**config.mk**
```make
export PLATFORM = sky130hd
export DESIGN_NAME = bounded_ordered_queue
export DESIGN_NICKNAME = d
export VERILOG_FILES = /design/src/design/boq_pkg.sv /design/src/design/bounded_ordered_queue.sv /design/src/design/boq_store.sv /design/src/design/boq_ctrl.sv
export SDC_FILE = /design/constraint.sdc
export NUM_CORES = 1
export LEC_CHECK = 0
export ABC_AREA = 1
export BUFFER_PORTS_ARGS = -buffer_cell sky130_fd_sc_hd__buf_2
export CAP_MARGIN = 20
export CORE_MARGIN = 8
export CORE_UTILIZATION = 38
export CTS_CLUSTER_DIAMETER = 150
export DETAILED_ROUTE_END_ITERATION = 10
export HOLD_SLACK_MARGIN = 0.02
export PLACE_DENSITY = 0.58
export SLEW_MARGIN = 25
export SYNTH_ARGS = -nofsm -noshare
export SYNTH_HDL_FRONTEND = slang
export SYNTH_HIERARCHICAL = 1
export SYNTH_SLANG_ARGS = --single-unit
export TNS_END_PERCENT = 5
```
**constraint.sdc**
```tcl
create_clock -name clk -period 7.15 [get_ports clk]
set_input_delay 1.43 -clock clk [delete_from_list [all_inputs] [get_ports clk]]
set_output_delay 1.43 -clock clk [all_outputs]
set_load 0.01 [all_outputs]
```
**src/design/boq_pkg.sv**
```systemverilog
// Shared types and constants for the bounded ordered queue.
package boq_pkg;

    localparam int DEPTH_DEFAULT = 16;
    localparam int HANDLE_W      = 32;
    localparam int COUNT_W       = 5;
    localparam int LIMIT_W       = 5;
    localparam int OP_W          = 3;

    localparam logic [LIMIT_W-1:0] LIMIT_RESET = LIMIT_W'(16);

    typedef enum logic [OP_W-1:0] {
        OP_PUT    = 3'd0,
        OP_GET    = 3'd1,
        OP_POP    = 3'd2,
        OP_REMOVE = 3'd3,
        OP_CLEAR  = 3'd4
    } op_t;

    typedef enum logic [1:0] {
        ST_DONE    = 2'd0,
        ST_FULL    = 2'd1,
        ST_EMPTY   = 2'd2,
        ST_MISSING = 2'd3
    } status_t;

    typedef enum logic [2:0] {
        S_IDLE,
        S_TAKE,
        S_SCAN,
        S_SHIFT_RD,
        S_SHIFT_WR,
        S_RESP
    } state_t;

    typedef struct packed {
        logic [OP_W-1:0]     op;
        logic [HANDLE_W-1:0] item_handle;
    } req_t;

    typedef struct packed {
        logic [1:0]          status;
        logic [HANDLE_W-1:0] item_out;
        logic [COUNT_W-1:0]  entry_count;
    } rsp_t;

endpackage

```
**src/design/bounded_ordered_queue.sv**
```systemverilog
// Bounded ordered queue of handles: top level with config and output register.
// One request at a time: put, clear and refused requests go straight to the response
// state; get and pop pass a take state after one registered store read; remove scans
// from the head and, on a match with entries behind it, moves each of them one slot
// toward the head by a store read and write; a stalled result waits in the response state.
// Reset: asynchronous active-low; queue empty, head at zero, limit back to 16.
module bounded_ordered_queue #(
    parameter int DEPTH = boq_pkg::DEPTH_DEFAULT
) (
    input  logic                        clk,
    input  logic                        rst_n,
    input  logic                        cfg_wr_en,
    input  logic [boq_pkg::LIMIT_W-1:0] cfg_wr_data,
    input  logic                        req_valid,
    output logic                        req_stall,
    input  boq_pkg::req_t               req,
    output logic                        rsp_valid,
    input  logic                        rsp_stall,
    output boq_pkg::rsp_t               rsp
);
    import boq_pkg::*;

    localparam int IDX_W = $clog2(DEPTH);

    // Capacity limit register; a value above the store depth is clamped
    // inside the sequencer.
    logic [LIMIT_W-1:0] limit_reg;

    // Output word register: parts the result side from the sequencer so the
    // next request can start while a result still waits.
    logic rsp_valid_reg;
    rsp_t rsp_reg;

    logic                res_valid;
    logic                res_taken;
    rsp_t                res;
    logic [IDX_W-1:0]    mem_addr;
    logic                mem_wr_en;
    logic [HANDLE_W-1:0] mem_wr_data;
    logic                mem_rd_en;
    logic [HANDLE_W-1:0] mem_rd_data;

    always_ff @(posedge clk or negedge rst_n)
    begin
        if (!rst_n)
        begin
            limit_reg <= LIMIT_RESET;
        end
        else if (cfg_wr_en)
        begin
            limit_reg <= cfg_wr_data;
        end
    end

    // Take a new result whenever the output register is empty or draining.
    assign res_taken = !rsp_valid_reg || !rsp_stall;

    always_ff @(posedge clk or negedge rst_n)
    begin
        if (!rst_n)
        begin
            rsp_valid_reg <= 1'b0;
        end
        else if (res_valid && res_taken)
        begin
            rsp_valid_reg <= 1'b1;
        end
        else if (!rsp_stall)
        begin
            rsp_valid_reg <= 1'b0;
        end
    end

    // Hold the word while stalled; load only on a fresh result.
    always_ff @(posedge clk)
    begin
        if (res_valid && res_taken)
        begin
            rsp_reg <= res;
        end
    end

    assign rsp_valid = rsp_valid_reg;
    assign rsp       = rsp_reg;

    boq_ctrl #(
        .DEPTH (DEPTH)
    ) u_ctrl (
        .clk         (clk),
        .rst_n       (rst_n),
        .req_valid   (req_valid),
        .req_stall   (req_stall),
        .req         (req),
        .limit       (limit_reg),
        .mem_addr    (mem_addr),
        .mem_wr_en   (mem_wr_en),
        .mem_wr_data (mem_wr_data),
        .mem_rd_en   (mem_rd_en),
        .mem_rd_data (mem_rd_data),
        .res_valid   (res_valid),
        .res_taken   (res_taken),
        .res         (res)
    );

    boq_store #(
        .DEPTH (DEPTH)
    ) u_store (
        .clk     (clk),
        .addr    (mem_addr),
        .wr_en   (mem_wr_en),
        .wr_data (mem_wr_data),
        .rd_en   (mem_rd_en),
        .rd_data (mem_rd_data)
    );

endmodule

```
**src/design/boq_store.sv**
```systemverilog
// Handle storage: single address, one write and one registered read per cycle.
module boq_store #(
    parameter int DEPTH = boq_pkg::DEPTH_DEFAULT
) (
    input  logic                         clk,
    input  logic [$clog2(DEPTH)-1:0]     addr,
    input  logic                         wr_en,
    input  logic [boq_pkg::HANDLE_W-1:0] wr_data,
    input  logic                         rd_en,
    output logic [boq_pkg::HANDLE_W-1:0] rd_data
);
    import boq_pkg::*;

    logic [HANDLE_W-1:0] entry_mem [DEPTH];
    logic [HANDLE_W-1:0] rd_data_reg;

    always_ff @(posedge clk)
    begin
        if (wr_en)
        begin
            entry_mem[addr] <= wr_data;
        end
        if (rd_en)
        begin
            rd_data_reg <= entry_mem[addr];
        end
    end

    assign rd_data = rd_data_reg;

endmodule

```
**src/design/boq_ctrl.sv**
```systemverilog
// Request sequencer with the shared slot adder and handle comparator.
module boq_ctrl #(
    parameter int DEPTH = boq_pkg::DEPTH_DEFAULT
) (
    input  logic                         clk,
    input  logic                         rst_n,
    input  logic                         req_valid,
    output logic                         req_stall,
    input  boq_pkg::req_t                req,
    input  logic [boq_pkg::LIMIT_W-1:0]  limit,
    output logic [$clog2(DEPTH)-1:0]     mem_addr,
    output logic                         mem_wr_en,
    output logic [boq_pkg::HANDLE_W-1:0] mem_wr_data,
    output logic                         mem_rd_en,
    input  logic [boq_pkg::HANDLE_W-1:0] mem_rd_data,
    output logic                         res_valid,
    input  logic                         res_taken,
    output boq_pkg::rsp_t                res
);
    import boq_pkg::*;

    localparam int IDX_W = $clog2(DEPTH);
    localparam int CNT_W = $clog2(DEPTH + 1);
    localparam int SUM_W = CNT_W + 1;
    localparam int CMP_W = (CNT_W > LIMIT_W) ? CNT_W : LIMIT_W;
    localparam logic [SUM_W-1:0] DEPTH_S = SUM_W'(DEPTH);

    state_t              state_reg,  state_next;
    logic [CNT_W-1:0]    count_reg,  count_next;
    logic [IDX_W-1:0]    head_reg,   head_next;
    logic [CNT_W-1:0]    idx_reg,    idx_next;
    logic [OP_W-1:0]     op_reg,     op_next;
    logic [HANDLE_W-1:0] handle_reg, handle_next;
    logic [HANDLE_W-1:0] item_reg,   item_next;
    status_t             status_reg, status_next;

    logic [CNT_W-1:0] offset;
    logic [SUM_W-1:0] slot_sum;
    logic [SUM_W-1:0] slot_wrap;
    logic [CNT_W-1:0] idx_inc;
    logic [CNT_W-1:0] count_dec;
    logic             full;
    logic             empty;
    logic             hit;

    // Shared slot unit: head plus offset, folded once into the store range.
    assign slot_sum  = SUM_W'(head_reg) + SUM_W'(offset);
    assign slot_wrap = (slot_sum >= DEPTH_S) ? (slot_sum - DEPTH_S) : slot_sum;
    assign mem_addr  = slot_wrap[IDX_W-1:0];

    assign idx_inc   = idx_reg + CNT_W'(1);
    assign count_dec = count_reg - CNT_W'(1);
    assign empty     = (count_reg == '0);
    assign full      = (CMP_W'(count_reg) >= CMP_W'(limit))
                    || (SUM_W'(count_reg) >= DEPTH_S);
    assign hit       = (mem_rd_data == handle_reg);

    assign req_stall   = (state_reg != S_IDLE);
    assign mem_wr_data = (state_reg == S_SHIFT_WR) ? mem_rd_data : req.item_handle;

    assign res.status      = status_reg;
    assign res.item_out    = item_reg;
    assign res.entry_count = COUNT_W'(count_reg);

    always_comb
    begin
        state_next  = state_reg;
        count_next  = count_reg;
        head_next   = head_reg;
        idx_next    = idx_reg;
        op_next     = op_reg;
        handle_next = handle_reg;
        item_next   = item_reg;
        status_next = status_reg;
        offset      = '0;
        mem_wr_en   = 1'b0;
        mem_rd_en   = 1'b0;
        res_valid   = 1'b0;

        unique case (state_reg)
            S_IDLE:
            begin
                if (req_valid)
                begin
                    op_next     = req.op;
                    handle_next = req.item_handle;
                    item_next   = '0;
                    status_next = ST_DONE;
                    state_next  = S_RESP;
                    unique case (req.op)
                        OP_PUT:
                        begin
                            offset = count_reg;
                            if (full)
                            begin
                                status_next = ST_FULL;
                            end
                            else
                            begin
                                mem_wr_en  = 1'b1;
                                count_next = count_reg + CNT_W'(1);
                            end
                        end
                        OP_GET, OP_POP:
                        begin
                            offset = (req.op == OP_POP) ? count_dec : '0;
                            if (empty)
                            begin
                                status_next = ST_EMPTY;
                            end
                            else
                            begin
                                mem_rd_en  = 1'b1;
                                state_next = S_TAKE;
                            end
                        end
                        OP_REMOVE:
                        begin
                            idx_next = '0;
                            if (empty)
                            begin
                                status_next = ST_EMPTY;
                            end
                            else
                            begin
                                mem_rd_en  = 1'b1;
                                state_next = S_SCAN;
                            end
                        end
                        OP_CLEAR:
                        begin
                            count_next = '0;
                            head_next  = '0;
                        end
                        default:
                        begin
                        end
                    endcase
                end
            end

            S_TAKE:
            begin
                // Offset one gives the next head for a get.
                offset     = CNT_W'(1);
                item_next  = mem_rd_data;
                count_next = count_dec;
                if (op_reg == OP_GET)
                begin
                    head_next = mem_addr;
                end
                state_next = S_RESP;
            end

            S_SCAN:
            begin
                offset = idx_inc;
                if (idx_inc < count_reg)
                begin
                    mem_rd_en = 1'b1;
                end
                if (hit)
                begin
                    if (idx_inc < count_reg)
                    begin
                        state_next = S_SHIFT_WR;
                    end
                    else
                    begin
                        count_next = count_dec;
                        state_next = S_RESP;
                    end
                end
                else if (idx_inc < count_reg)
                begin
                    idx_next = idx_inc;
                end
                else
                begin
                    status_next = ST_MISSING;
                    state_next  = S_RESP;
                end
            end

            S_SHIFT_RD:
            begin
                offset     = idx_inc;
                mem_rd_en  = 1'b1;
                state_next = S_SHIFT_WR;
            end

            S_SHIFT_WR:
            begin
                // Move the following entry one slot toward the head.
                offset    = idx_reg;
                mem_wr_en = 1'b1;
                idx_next  = idx_inc;
                if ((SUM_W'(idx_inc) + SUM_W'(1)) < SUM_W'(count_reg))
                begin
                    state_next = S_SHIFT_RD;
                end
                else
                begin
                    count_next = count_dec;
                    state_next = S_RESP;
                end
            end

            S_RESP:
            begin
                res_valid = 1'b1;
                if (res_taken)
                begin
                    state_next = S_IDLE;
                end
            end

            default:
            begin
                state_next = S_IDLE;
            end
        endcase
    end

    always_ff @(posedge clk or negedge rst_n)
    begin
        if (!rst_n)
        begin
            state_reg <= S_IDLE;
            count_reg <= '0;
            head_reg  <= '0;
        end
        else
        begin
            state_reg <= state_next;
            count_reg <= count_next;
            head_reg  <= head_next;
        end
    end

    always_ff @(posedge clk)
    begin
        idx_reg    <= idx_next;
        op_reg     <= op_next;
        handle_reg <= handle_next;
        item_reg   <= item_next;
        status_reg <= status_next;
    end

endmodule

```
# Word-level counts from Yosys, hierarchy flattened
# Memories as Yosys holds them, arrays and structs flattened. A register that Yosys moved wholly into a read port is not among the register bits.
# Cells that the tools add are included.
# word_totals
memories	1
mem_bits_rw	512
reg_bits	131
elab_cells	128
# classes
reduce_logical	23
n_eq_ne	25
addsub	6
magnitude_cmp	5
muxes	55
# mem_list
memory	words	word_bits	read_ports	rd_clocked_by_memory_dff	write_ports	line	source
u_store.entry_mem	16	32	1	1	1	boq_store.sv:14	logic [HANDLE_W-1:0] entry_mem [DEPTH];
# ops
op	n
two-way mux 32 bit	2
one-hot mux 32 bit (2 select lines)	1
two-way mux 5 bit	11
one-hot mux 5 bit (4 select lines)	2
equality test 32 bit	1
two-way mux 3 bit	7
one-hot mux 5 bit (2 select lines)	2
one-hot mux 3 bit (6 select lines)	1
two-way mux 4 bit	4
one-hot mux 5 bit (3 select lines)	1
two-way mux 1 bit	14
inequality test 2 bit, second input constant	7
equality test 3 x 2 -> 1 bit, second input constant	4
adder 5 x 1 -> 5 bit, second input constant	2
equality test 3 x 1 -> 1 bit, second input constant	3
equality test 3 bit, second input constant	3
two-way mux 2 bit	4
inequality test 2 x 1 -> 1 bit, second input constant	4
one-hot mux 2 bit (2 select lines)	2
one-hot mux 4 bit (2 select lines)	1
AND reduction 4 bit	2
AND reduction 7 bit	1
adder 4 x 5 -> 6 bit	1
adder 5 x 1 -> 6 bit, second input constant	1
25 further kinds	33

# Longest topological paths before layout
# Gate-level depths: netlist of run 1.
# depth
ltp_word	10
depth_mapped	22

# Modules after synthesis
# The synthesis of run 1 kept the hierarchy.
# by_module_without_submodules
module	cells_each	area_each_um2	instances
boq_store	2113	22534.1	1
boq_ctrl	561	4938.5	1
bounded_ordered_queue	65	1398.8	1

# Least setup slack after synthesis of run 1
# No wires, ideal clock.
# synth_path
path_kind	input port to flip-flop
startpoint	input req[33] (netlist name)
endpoint	memory u_store.entry_mem[4][0], enable pin
path_stages	16
setup_ps	421
arrival_time_ps	4907
path_slack_ps	1822
path_cell_list	nor2_1 > nand2_1 > o22ai_1 > a22oi_1 > o21ai_0 > ha_1 > nand3_1 > nand2_1 > xor2_1 > nand3_1 > nand2_1 > inv_2 > nor2_1 > buf_2 > inv_1 > nor2_1
# synth_via
elab_chain_cells	8
word_cells_on_any_way	17
classes_between	add/sub (2); order compare (1); eq/ne (2); mux (10); reduce/logical (2)
# synth_rtl
element	line	source
from (decl)	bounded_ordered_queue.sv:16	input boq_pkg::req_t req,
equality test 3 x 2 -> 1 bit or equality test 3 x 1 -> 1 bit (tied branches)	boq_ctrl.sv:90, boq_ctrl.sv:106	
two-way mux 5 bit or OR reduction 2 bit (tied branches)	boq_ctrl.sv:106, boq_ctrl.sv:90	
one-hot mux 5 bit (2 select lines) (*)	boq_ctrl.sv:90	unique case (req.op)
two-way mux 5 bit (*)	boq_ctrl.sv:83	if (req_valid)
one-hot mux 5 bit (4 select lines) (*)	boq_ctrl.sv:80	unique case (state_reg)
adder 4 x 5 -> 6 bit (*)	boq_ctrl.sv:47	assign slot_sum = SUM_W'(head_reg) + SUM_W'(offset);
>= comparator 6 x 5 -> 1 bit or subtractor 4 x 1 -> 4 bit (tied branches)	boq_ctrl.sv:48	assign slot_wrap = (slot_sum >= DEPTH_S) ? (slot_sum - DEPTH_S) : slot_sum;
two-way mux 4 bit (*)	boq_ctrl.sv:48	
named net mem_addr[3]	bounded_ordered_queue.sv:37	logic [IDX_W-1:0] mem_addr;
to (decl)	boq_store.sv:14	
# The timed path passes the listed nets; every way through them passes the cells marked *.

# Worst setup path in the final report of run 1
# layout_path
startpoint	register u_ctrl.state_reg[1]
endpoint	register u_store.rd_data_reg[19] (netlist: u_store/rd_data[19]) (read register of u_store.entry_mem) (data pin)
# layout_via
elab_chain_cells	6
word_cells_on_any_way	12
classes_between	add/sub (2); order compare (1); eq/ne (4); mux (3); reduce/logical (2)
# layout_rtl
element	line	source
from (decl)	boq_ctrl.sv:28	state_t state_reg, state_next;
from (signal assigned)	boq_ctrl.sv:235	state_reg <= state_next;
equality test 3 x 2 -> 1 bit	boq_ctrl.sv:80	
OR reduction 2 bit (no source line)	--	
one-hot mux 5 bit (4 select lines) (*)	boq_ctrl.sv:80	
adder 4 x 5 -> 6 bit (*)	boq_ctrl.sv:47	
>= comparator 6 x 5 -> 1 bit or subtractor 4 x 1 -> 4 bit (tied branches)	boq_ctrl.sv:48	
two-way mux 4 bit (*)	boq_ctrl.sv:48	
named net mem_addr[1]	bounded_ordered_queue.sv:37	
to (decl)	boq_store.sv:15	logic [HANDLE_W-1:0] rd_data_reg;
# Marks and branches as above.
# A chain may end at the register's enable or synchronous reset.

==> run summary, run 1 <==
routed vias - 18,800
hold_buf cts - 0
Worst Path Required - 7.63 ns
Clk Latency, worst-skew pair - 0.61 ns
Setup CP Type - reg2reg
post-synth top area cell - edfxtp_1
top cell type's share of synthesized area - 0.683
FMAX - 186 MHz
reg2reg path depth - 16
vias in the first global route - 18,600
dpl cells - 3,751
Main synth FF type - edfxtp_1
CTS Buf Count - 73
Cell Count, Final, Fillers Out - 3,883
final hold vios - 0
synthesized netlist cell count - 2,739
max reg flops - 512
largest net degree at the start of global routing - 209
unrepaired setup endpoints after global routing - no
Pre-antenna DRT Iters - 7
synthesis-to-layout area growth - 14.5%
syn_nets - 2,805
CTS sink count - 675
width of the die - 292 µm
initial antenna violation count - 0
Final setup viols - 0
Post-route DRC - 0
min cycle time layout - 5.38 ns
Tcrit/Tclk final - 0.753
maximum fanout along the worst path - 59
wire per inst - 18.2 µm
status - finished, final reports clean
antenna-violating nets left - 0
Post-CTS Setup Bufs - 0
Fill cells - 7,035
Worst Hold Class - reg2reg
CP arrival - 5.86 ns
Seq cells post-synth - 675
sequential area share after synthesis - 0.699
crit end category - flop
CTS tree - yes
first-pass GRT wire length - 109 mm
wirelength, routed - 70.7 mm
Via-to-Cell Ratio - 4.83
setup TNS - 0 ns
skew final - 0.0252 ns
I/O pin cnt - 86
core area - 75,600 µm²
area post-placement - 30,500 µm²
hold path depth - 0
die area - 85,100 µm²
Port Buffers - 85
count leader, synth - nand2_1
fin nets - 2,914
Netlist Area Pre-Place - 28,900 µm²
chip height - 292 µm
Clk pin slew, worst setup/hold paths - 0.06 ns
worst slew pin tran - 1.04 ns
Finished Cell Area - 33,100 µm²
Mapped Avg Cell Area - 10.5 µm²
WHS Endpoint - rsp[29]
asr flop ratio synth - 0.0267
CTS max path bufs - 3
dpl hpwl - 39.0 mm
number of gates resized after CTS - 0
worst reg2reg path startpoint - u_ctrl/state_reg[1]
Max Cap Viol - 0
Tot GR Track Use - 0.164
setup slack, reg-to-reg - 1.77 ns
Slew Limit Fails - 0
iteration-0 DRC count of the detailed router - 1,768
Hold Path Origin - u_ctrl/item_reg[24]
total global routing overflow - 0
GPL Wtd Cong - 0.841
initial core utilization - 0.382
layout cells sized above 1 - 0.107
row count - 101
Synth area leaders - edfxtp_1 68%, nand2_1 20%, inv_1 2.0%
H-Tree Level Count - 3
YS warnings - 6
clock root cell - clkbuf_16
Slew Limit Headroom - 0.305
R2R Path End - u_store/rd_data[19]
Post-synth EDFFs - 657
number of unique standard cell types used by synthesis - 43
top cells by count, synth - 1,545 x nand2_1, 657 x edfxtp_1, 151 x inv_1, 78 x nor2_1, 42 x buf_2
crit path launch type - flop
[metrics by stage]
stage          setup WS [ns]  utilization  hold slack, ns
3_3_place_gp            1.40        0.404           0.402
5_1_grt                 1.46        0.438           0.427
4_1_cts                 1.78        0.437           0.419
3_5_place_dp            1.30        0.404           0.405
6_report                1.77        0.438           0.417
2_1_floorplan           1.82            -           0.400
[metal layers]
layer	vias up	part of all wire	GRT usage	wire length [µm]
li1	9076	-	-	-
met1	9032	0.45	0.221	31700
met2	535	0.46	0.269	32600
met3	122	0.065	0.0301	4580
met4	0	0.026	0.0525	1810
met5	-	0	0	0
[cell usage in the layout (no fill, tap or decap), types with 3 or more instances in the layout]
master / synthesis / routed
buf_2: 42 / 85
nand2_1: 1545 / 1543
bufinv_16: 0 / 13
nor2_4: 2 / 20
nand3_1: 19 / 19
clkbuf_1: 17 / 13
edfxtp_1: 657 / 657
ha_1: 20 / 19
nor2_2: 4 / 4
buf_4: 17 / 49
o21ai_2: 1 / 9
inv_2: 9 / 10
nand3_2: 4 / 4
clkinvlp_4: 0 / 3
xor2_1: 8 / 8
nor2_1: 78 / 60
o22ai_1: 6 / 6
buf_12: 0 / 8
a22o_1: 3 / 3
a21oi_1: 13 / 11
clkinv_2: 0 / 9
a31oi_1: 3 / 3
clkbuf_16: 0 / 76
nand4_1: 5 / 5
nand2_2: 3 / 5
inv_1: 151 / 149
dfrtp_1: 17 / 17
o21ai_0: 39 / 30
xnor2_1: 26 / 26
clkinv_1: 0 / 13
[logic make-up after synthesis]
group	synth area share
adders and majority gates	0.00936
buffers and inverters	0.0457
AOI/OAI and AO/OA	0.0142
and+or+nand+nor	0.220
DFF	0.699
xor gates and xnor gates	0.0114
[final cells by class]
class / instances / area [µm²] / share of cell area
repair buffers: 143 / 965 / 0.0292
flip-flops and latches: 675 / 20200 / 0.610
inverters: 161 / 612 / 0.0185
clock inverters: 41 / 541 / 0.0163
well taps: 978 / 1220 / 0.0370
diodes: 1 / 2.50 / 0.0000757
multi-input cells: 1794 / 7580 / 0.229
clock buffers: 90 / 1960 / 0.0594
[worst max-delay path by stage]
| stage | end | slack, ns | startpoint | cells after the start |
|---|---|---|---|---|
| after floorplan | u_store/entry_mem[4][0] | 1.82 | req[33] | 16 |
| after global placement | u_store/entry_mem[8][17] | 1.40 | req[33] | 11 |
| after detailed placement | u_store/rd_data[19] | 1.30 | req[33] | 16 |
| after CTS | u_store/entry_mem[8][22] | 1.78 | u_ctrl/state_reg[1] | 11 |
| after global routing | u_store/rd_data[19] | 1.46 | u_ctrl/state_reg[1] | 16 |
| final | u_store/rd_data[19] | 1.77 | u_ctrl/state_reg[1] | 16 |
[critical path: stages, from the launching register on]
cell and delay [ns]:
dfrtp_1 0.41, inv_1 0.09, nand2_1 0.11, nor2_1 0.12, inv_2 0.78, o2111ai_1 0.33
ha_4 0.26, fa_4 0.92, inv_4 0.48, buf_4 0.51, buf_4 0.67, nand2_1 0.14
nand2_1 0.10, nand2_1 0.06, nand2_1 0.09, inv_1 0.04, nand2_1 0.04
Power of run 1 is left out: the tool's default activity adds up to more than one toggle a clock period on the data nets, which glitch-free logic cannot reach.
==> inputs of run 2 (changes only) <==
==> constraint.sdc (replaced) <==
create_clock -name clk -period 5.6 [get_ports clk]
set_input_delay 1.12 -clock clk [delete_from_list [all_inputs] [get_ports clk]]
set_output_delay 1.12 -clock clk [all_outputs]
set_load 0.01 [all_outputs]
==> run 2 against run 1 <==
Compared with the run above: critical path depth shrank 7; worst hold slack lost 0.00052 ns; clock-buffer cell count grew 1; via count is essentially flat; global-route usage grew 0.50 points; maximum frequency grew 35%; die area is the same; utilization grew 0.083 points; non-clock buffer count grew 20; cell count grew 0.52%; wire length grew 2.2%.
==> run summary, run 2 (same netlist as run 1, synthesis figures left out) <==
first-pass GRT wire length - 112 mm (+3.0%)
vias in the first global route - 18,800 (+1.4%)
most frequent cells in the layout - 1,543 x nand2_1, 657 x edfxtp_1, 149 x inv_1
worst slew pin tran - 0.848 ns (-0.193 ns)
leading cell type in the layout, fill and taps excluded - nand2_1
number of gates resized after CTS - 0 (unchanged)
hold_buf cts - 0 (unchanged)
Via-to-Cell Ratio - 4.81 (-0.50%)
synthesis-to-layout area growth - 14.8%
final core occ - 0.438 (+0.000828)
setup slack, reg-to-reg - 1.61 ns (-0.16 ns)
Slew Limit Fails - 0 (unchanged)
Clk pin slew, worst setup/hold paths - 0.06 ns (about the same)
dpl hpwl - 41.1 mm (+5.4%)
routed vias - 18,800 (+0.016%)
fin nets - 2,934 (+0.69%)
min cycle time layout - 3.99 ns (-1.39 ns)
Max Cap Viol - 0 (unchanged)
ANT cells - 0 (-1)
Post-CTS Setup Bufs - 0 (unchanged)
Post-route DRC - 0 (unchanged)
antenna-violating nets left - 0 (unchanged)
crit end category - flop
total global routing overflow - 0 (unchanged)
GPL Wtd Cong - 0.845 (+0.52%)
chip height - 292 µm (unchanged)
maximum fanout along the worst path - 12 (-80%)
Final setup viols - 0 (unchanged)
die area - 85,100 µm² (unchanged)
H-Tree Level Count - 3 (unchanged)
Setup CP Type - reg2reg
unrepaired setup endpoints after global routing - no
core area - 75,600 µm² (unchanged)
row count - 101 (unchanged)
FMAX - 250 MHz (+35%)
Worst Hold Class - reg2reg
Tcrit/Tclk final - 0.713 (-0.0400)
crit path launch type - flop
worst hold margin - 0.417 ns (-0.000517 ns)
Tot GR Track Use - 0.169 (+0.00504)
wire per inst - 18.5 µm (+1.7%)
CP arrival - 4.31 ns (-1.55 ns)
Port Buffers - 85 (unchanged)
clock root cell - clkbuf_16
CTS tree - yes
CTS Buf Count - 73 (unchanged)
largest net degree at the start of global routing - 159 (-24%)
width of the die - 292 µm (unchanged)
final hold vios - 0 (unchanged)
layout cells sized above 1 - 0.112 (+0.00504)
Fill cells - 7,045 (+0.14%)
iteration-0 DRC count of the detailed router - 1,569 (-11%)
Clk Latency, worst-skew pair - 0.61 ns (about the same)
wirelength, routed - 72.3 mm (+2.2%)
max reg flops - 512 (unchanged)
setup TNS - 0 ns (unchanged)
Worst Path Required - 5.91 ns (-1.72 ns)
initial core utilization - 0.382 (unchanged)
CTS sink count - 675 (unchanged)
skew final - 0.0127 ns (-0.0125 ns)
CTS max path bufs - 3 (unchanged)
Slew Limit Headroom - 0.435 (+0.130)
initial antenna violation count - 1 (+1)
status - finished, final reports clean
Pre-antenna DRT Iters - 6 (-1)
I/O pin cnt - 86 (unchanged)
run 2: final timing paths:
path | to | start | depth (start not counted)
max | u_store/entry_mem[6][2] | u_ctrl/count_reg[0] | 9
max reg2reg | u_store/entry_mem[6][2] | u_ctrl/count_reg[0] | 9
min reg2reg | rsp[28] | u_ctrl/item_reg[23] | 0
max in group asynchronous | limit_reg[4] | rst_n | 1
min | rsp[28] | u_ctrl/item_reg[23] | 0
min in group asynchronous | u_ctrl/count_reg[1] | rst_n | 1
run 2: critical path, stage by stage (launching register included):
cell,delay (ns)
dfrtp_1,0.50
inv_1,0.19
ha_1,0.36
o22ai_1,0.10
a22oi_1,0.13
o21ai_0,0.22
fa_4,0.99
nand3_1,0.35
nor2_4,0.57
buf_4,0.28
run 2: layout make-up:
| type | instances | area, µm² | area share |
|---|---|---|---|
| Clock buffer | 91 | 1960 | 0.0591 |
| Clock inverter | 41 | 412 | 0.0124 |
| Inverter | 161 | 612 | 0.0185 |
| Multi-Input combinational cell | 1794 | 7590 | 0.229 |
| Sequential cell | 675 | 20200 | 0.609 |
| Tap cell | 978 | 1220 | 0.0369 |
| Timing Repair Buffer | 163 | 1160 | 0.0350 |
run 2: stage by stage:
step,cell area [µm²],worst slack [ns],cells
detailed placement,30700,1.01,3771
finish,33100,1.61,3903
floorplan,28900,0.582,2739
global route,33100,1.26,3903
CTS,33100,1.60,3903
global placement,30700,1.07,3771
run 2: routing by layer:
layer | part of all wire | routed length, µm | vias to the layer above | global-route usage
met2 | 0.46 | 33600 | 568 | 0.278
met4 | 0.023 | 1630 | 2 | 0.0459
met3 | 0.057 | 4150 | 115 | 0.0307
li1 | - | - | 9118 | -
met1 | 0.46 | 32900 | 8965 | 0.230
met5 | 0.00025 | 18 | - | 0
Power of run 2 is left out for the same reason.
==> inputs of run 3 (changes only) <==
==> constraint.sdc (replaced) <==
create_clock -name clk -period 3.9 [get_ports clk]
set_input_delay 0.78 -clock clk [delete_from_list [all_inputs] [get_ports clk]]
set_output_delay 0.78 -clock clk [all_outputs]
set_load 0.01 [all_outputs]
==> run 3 against run 2 <==
Compared with the run above: global-route usage shrank 0.45 points; flip-flop and latch count unchanged; register-to-register slack worse by 1.3 ns; critical endpoint is now u_store/entry_mem[6][6]; clock skew is 0.0053 ns higher; utilization grew 0.49 points; clock-buffer cell count is 6 higher.
==> run summary, run 3 (same netlist as run 1, synthesis figures left out) <==
status - finished, final reports clean
antenna-violating nets left - 0 (unchanged)
post-route setup slack - 0.300 ns (-1.31 ns)
skew final - 0.0180 ns (+0.00528 ns)
width of the die - 292 µm (unchanged)
wirelength, routed - 71.1 mm (-1.7%)
routed vias - 18,800 (+0.085%)
GPL Wtd Cong - 0.818 (-3.2%)
Worst Path Required - 4.18 ns (-1.73 ns)
wire per inst - 18.1 µm (-2.3%)
vias in the first global route - 18,300 (-2.6%)
ANT cells - 0 (unchanged)
first-pass GRT wire length - 109 mm (-2.6%)
R2R Path End - u_store/entry_mem[6][6]
initial antenna violation count - 0 (-1)
Setup CP Type - reg2reg
Via-to-Cell Ratio - 4.78 (-0.55%)
synthesis-to-layout area growth - 16.1%
FMAX - 278 MHz (+11%)
unrepaired setup endpoints after global routing - no
leading cell type in the layout, fill and taps excluded - nand2_1
reg2reg path depth - 12 (+3)
CTS tree - yes
die area - 85,100 µm² (unchanged)
CTS max path bufs - 3 (unchanged)
initial core utilization - 0.382 (unchanged)
worst reg2reg path startpoint - u_ctrl/count_reg[1]
CTS Buf Count - 74 (+1.4%)
Pre-antenna DRT Iters - 5 (-1)
Max Cap Viol - 0 (unchanged)
row count - 101 (unchanged)
maximum fanout along the worst path - 32 (+20)
max reg flops - 512 (unchanged)
hold_buf cts - 0 (unchanged)
CTS sink count - 675 (unchanged)
Slew Limit Fails - 0 (unchanged)
fin nets - 2,956 (+0.75%)
Tcrit/Tclk final - 0.923 (+0.210)
crit end category - flop
Worst Hold Class - in2async
dpl hpwl - 39.9 mm (-3.1%)
H-Tree Level Count - 3 (unchanged)
Clk Latency, worst-skew pair - 0.62 ns (about the same)
min cycle time layout - 3.60 ns (-0.393 ns)
pre-CTS setup slack - -0.0835 ns (-1.10 ns)
crit path launch type - flop
chip height - 292 µm (unchanged)
most frequent cells in the layout - 1,542 x nand2_1, 657 x edfxtp_1, 149 x inv_1
Slew Limit Headroom - 0.329 (-0.106)
final hold vios - 0 (unchanged)
dpl cells - 3,792 (+0.56%)
worst hold margin - 0.113 ns (-0.303 ns)
setup slack, reg-to-reg - 0.30 ns (-1.31 ns)
total global routing overflow - 0 (unchanged)
Clk pin slew, worst setup/hold paths - 0.06 ns (about the same)
Post-route DRC - 0 (unchanged)
final core occ - 0.443 (+0.00492)
core area - 75,600 µm² (unchanged)
largest net degree at the start of global routing - 89 (-44%)
Tot GR Track Use - 0.165 (-0.00449)
layout cells sized above 1 - 0.117 (+0.00447)
Cell Count, Final, Fillers Out - 3,928 (+0.64%)
Port Buffers - 85 (unchanged)
CP arrival - 3.88 ns (-0.43 ns)
Final setup viols - 0 (unchanged)
I/O pin cnt - 86 (unchanged)
iteration-0 DRC count of the detailed router - 1,517 (-3.3%)
clock root cell - clkbuf_16
worst slew pin tran - 1.00 ns (+0.152 ns)
## run 3: cell count changes in the layout (fill, tap and decap cells not counted), moves of 2 or more
cell	previous run	this run
buf_12	12	35
buf_4	66	64
bufinv_16	8	5
clkbuf_1	15	20
clkbuf_16	76	74
clkbuf_8	0	3
clkinv_1	16	12
inv_6	2	5
o21ai_0	28	38
o21ai_2	10	1
## run 3: critical path, cell delays in order (launching register included)
cell,delay (ns)
dfrtp_1,0.45
inv_1,0.15
ha_1,0.34
o22ai_1,0.09
a22oi_1,0.14
o21ai_0,0.20
fa_4,0.52
xor2_1,0.47
inv_1,0.18
nor2_4,0.13
inv_1,0.17
nor2_4,0.15
buf_12,0.28
## run 3: per-stage QoR
stage                     setup TNS (ns)  cell area [µm²]
final                                  0            33500
after global routing                   0            33500
after CTS                              0            33500
after detailed placement           -7.40            31200
after global placement                 0            31200
after floorplan                   -93.94            28900
## run 3: how the worst max path moves through the flow
stage                         from                       to  slack (ns)  cells past startpoint
3_3_place_gp               req[34]       u_store/rd_data[7]        0.01                     16
2_1_floorplan              req[33]  u_store/entry_mem[5][0]       -0.28                     16
3_5_place_dp               req[34]      u_store/rd_data[14]       -0.08                     16
5_1_grt        u_ctrl/count_reg[1]  u_store/entry_mem[6][7]        0.05                     12
6_report       u_ctrl/count_reg[1]  u_store/entry_mem[6][6]        0.30                     12
4_1_cts        u_ctrl/count_reg[1]       u_store/rd_data[6]        0.26                     14
## run 3: what timing repair did
item                                    in CTS  in global routing
buffers inserted                             0                  0
endpoints found under the setup margin       0                  1
gates resized for setup                      0                  1
## run 3: final cells by class
| cell class | instances | area (µm²) |
|---|---|---|
| fillers | 6926 | 42100 |
| flip-flops and latches | 675 | 20200 |
| multi-input cells | 1794 | 7560 |
| clock buffers | 97 | 1970 |
| repair buffers | 184 | 1610 |
| well taps | 978 | 1220 |
| inverters | 161 | 612 |
| clock inverters | 39 | 359 |
## run 3: metal layers
metal  wire [µm]  vias up  GRT usage
met5           0        -          0
met4        1480        0     0.0458
met3        3780      101     0.0260
met2       34400      458      0.284
met1       31400     9055      0.215
li1            -     9170          -
Power of run 3 is left out for the same reason.
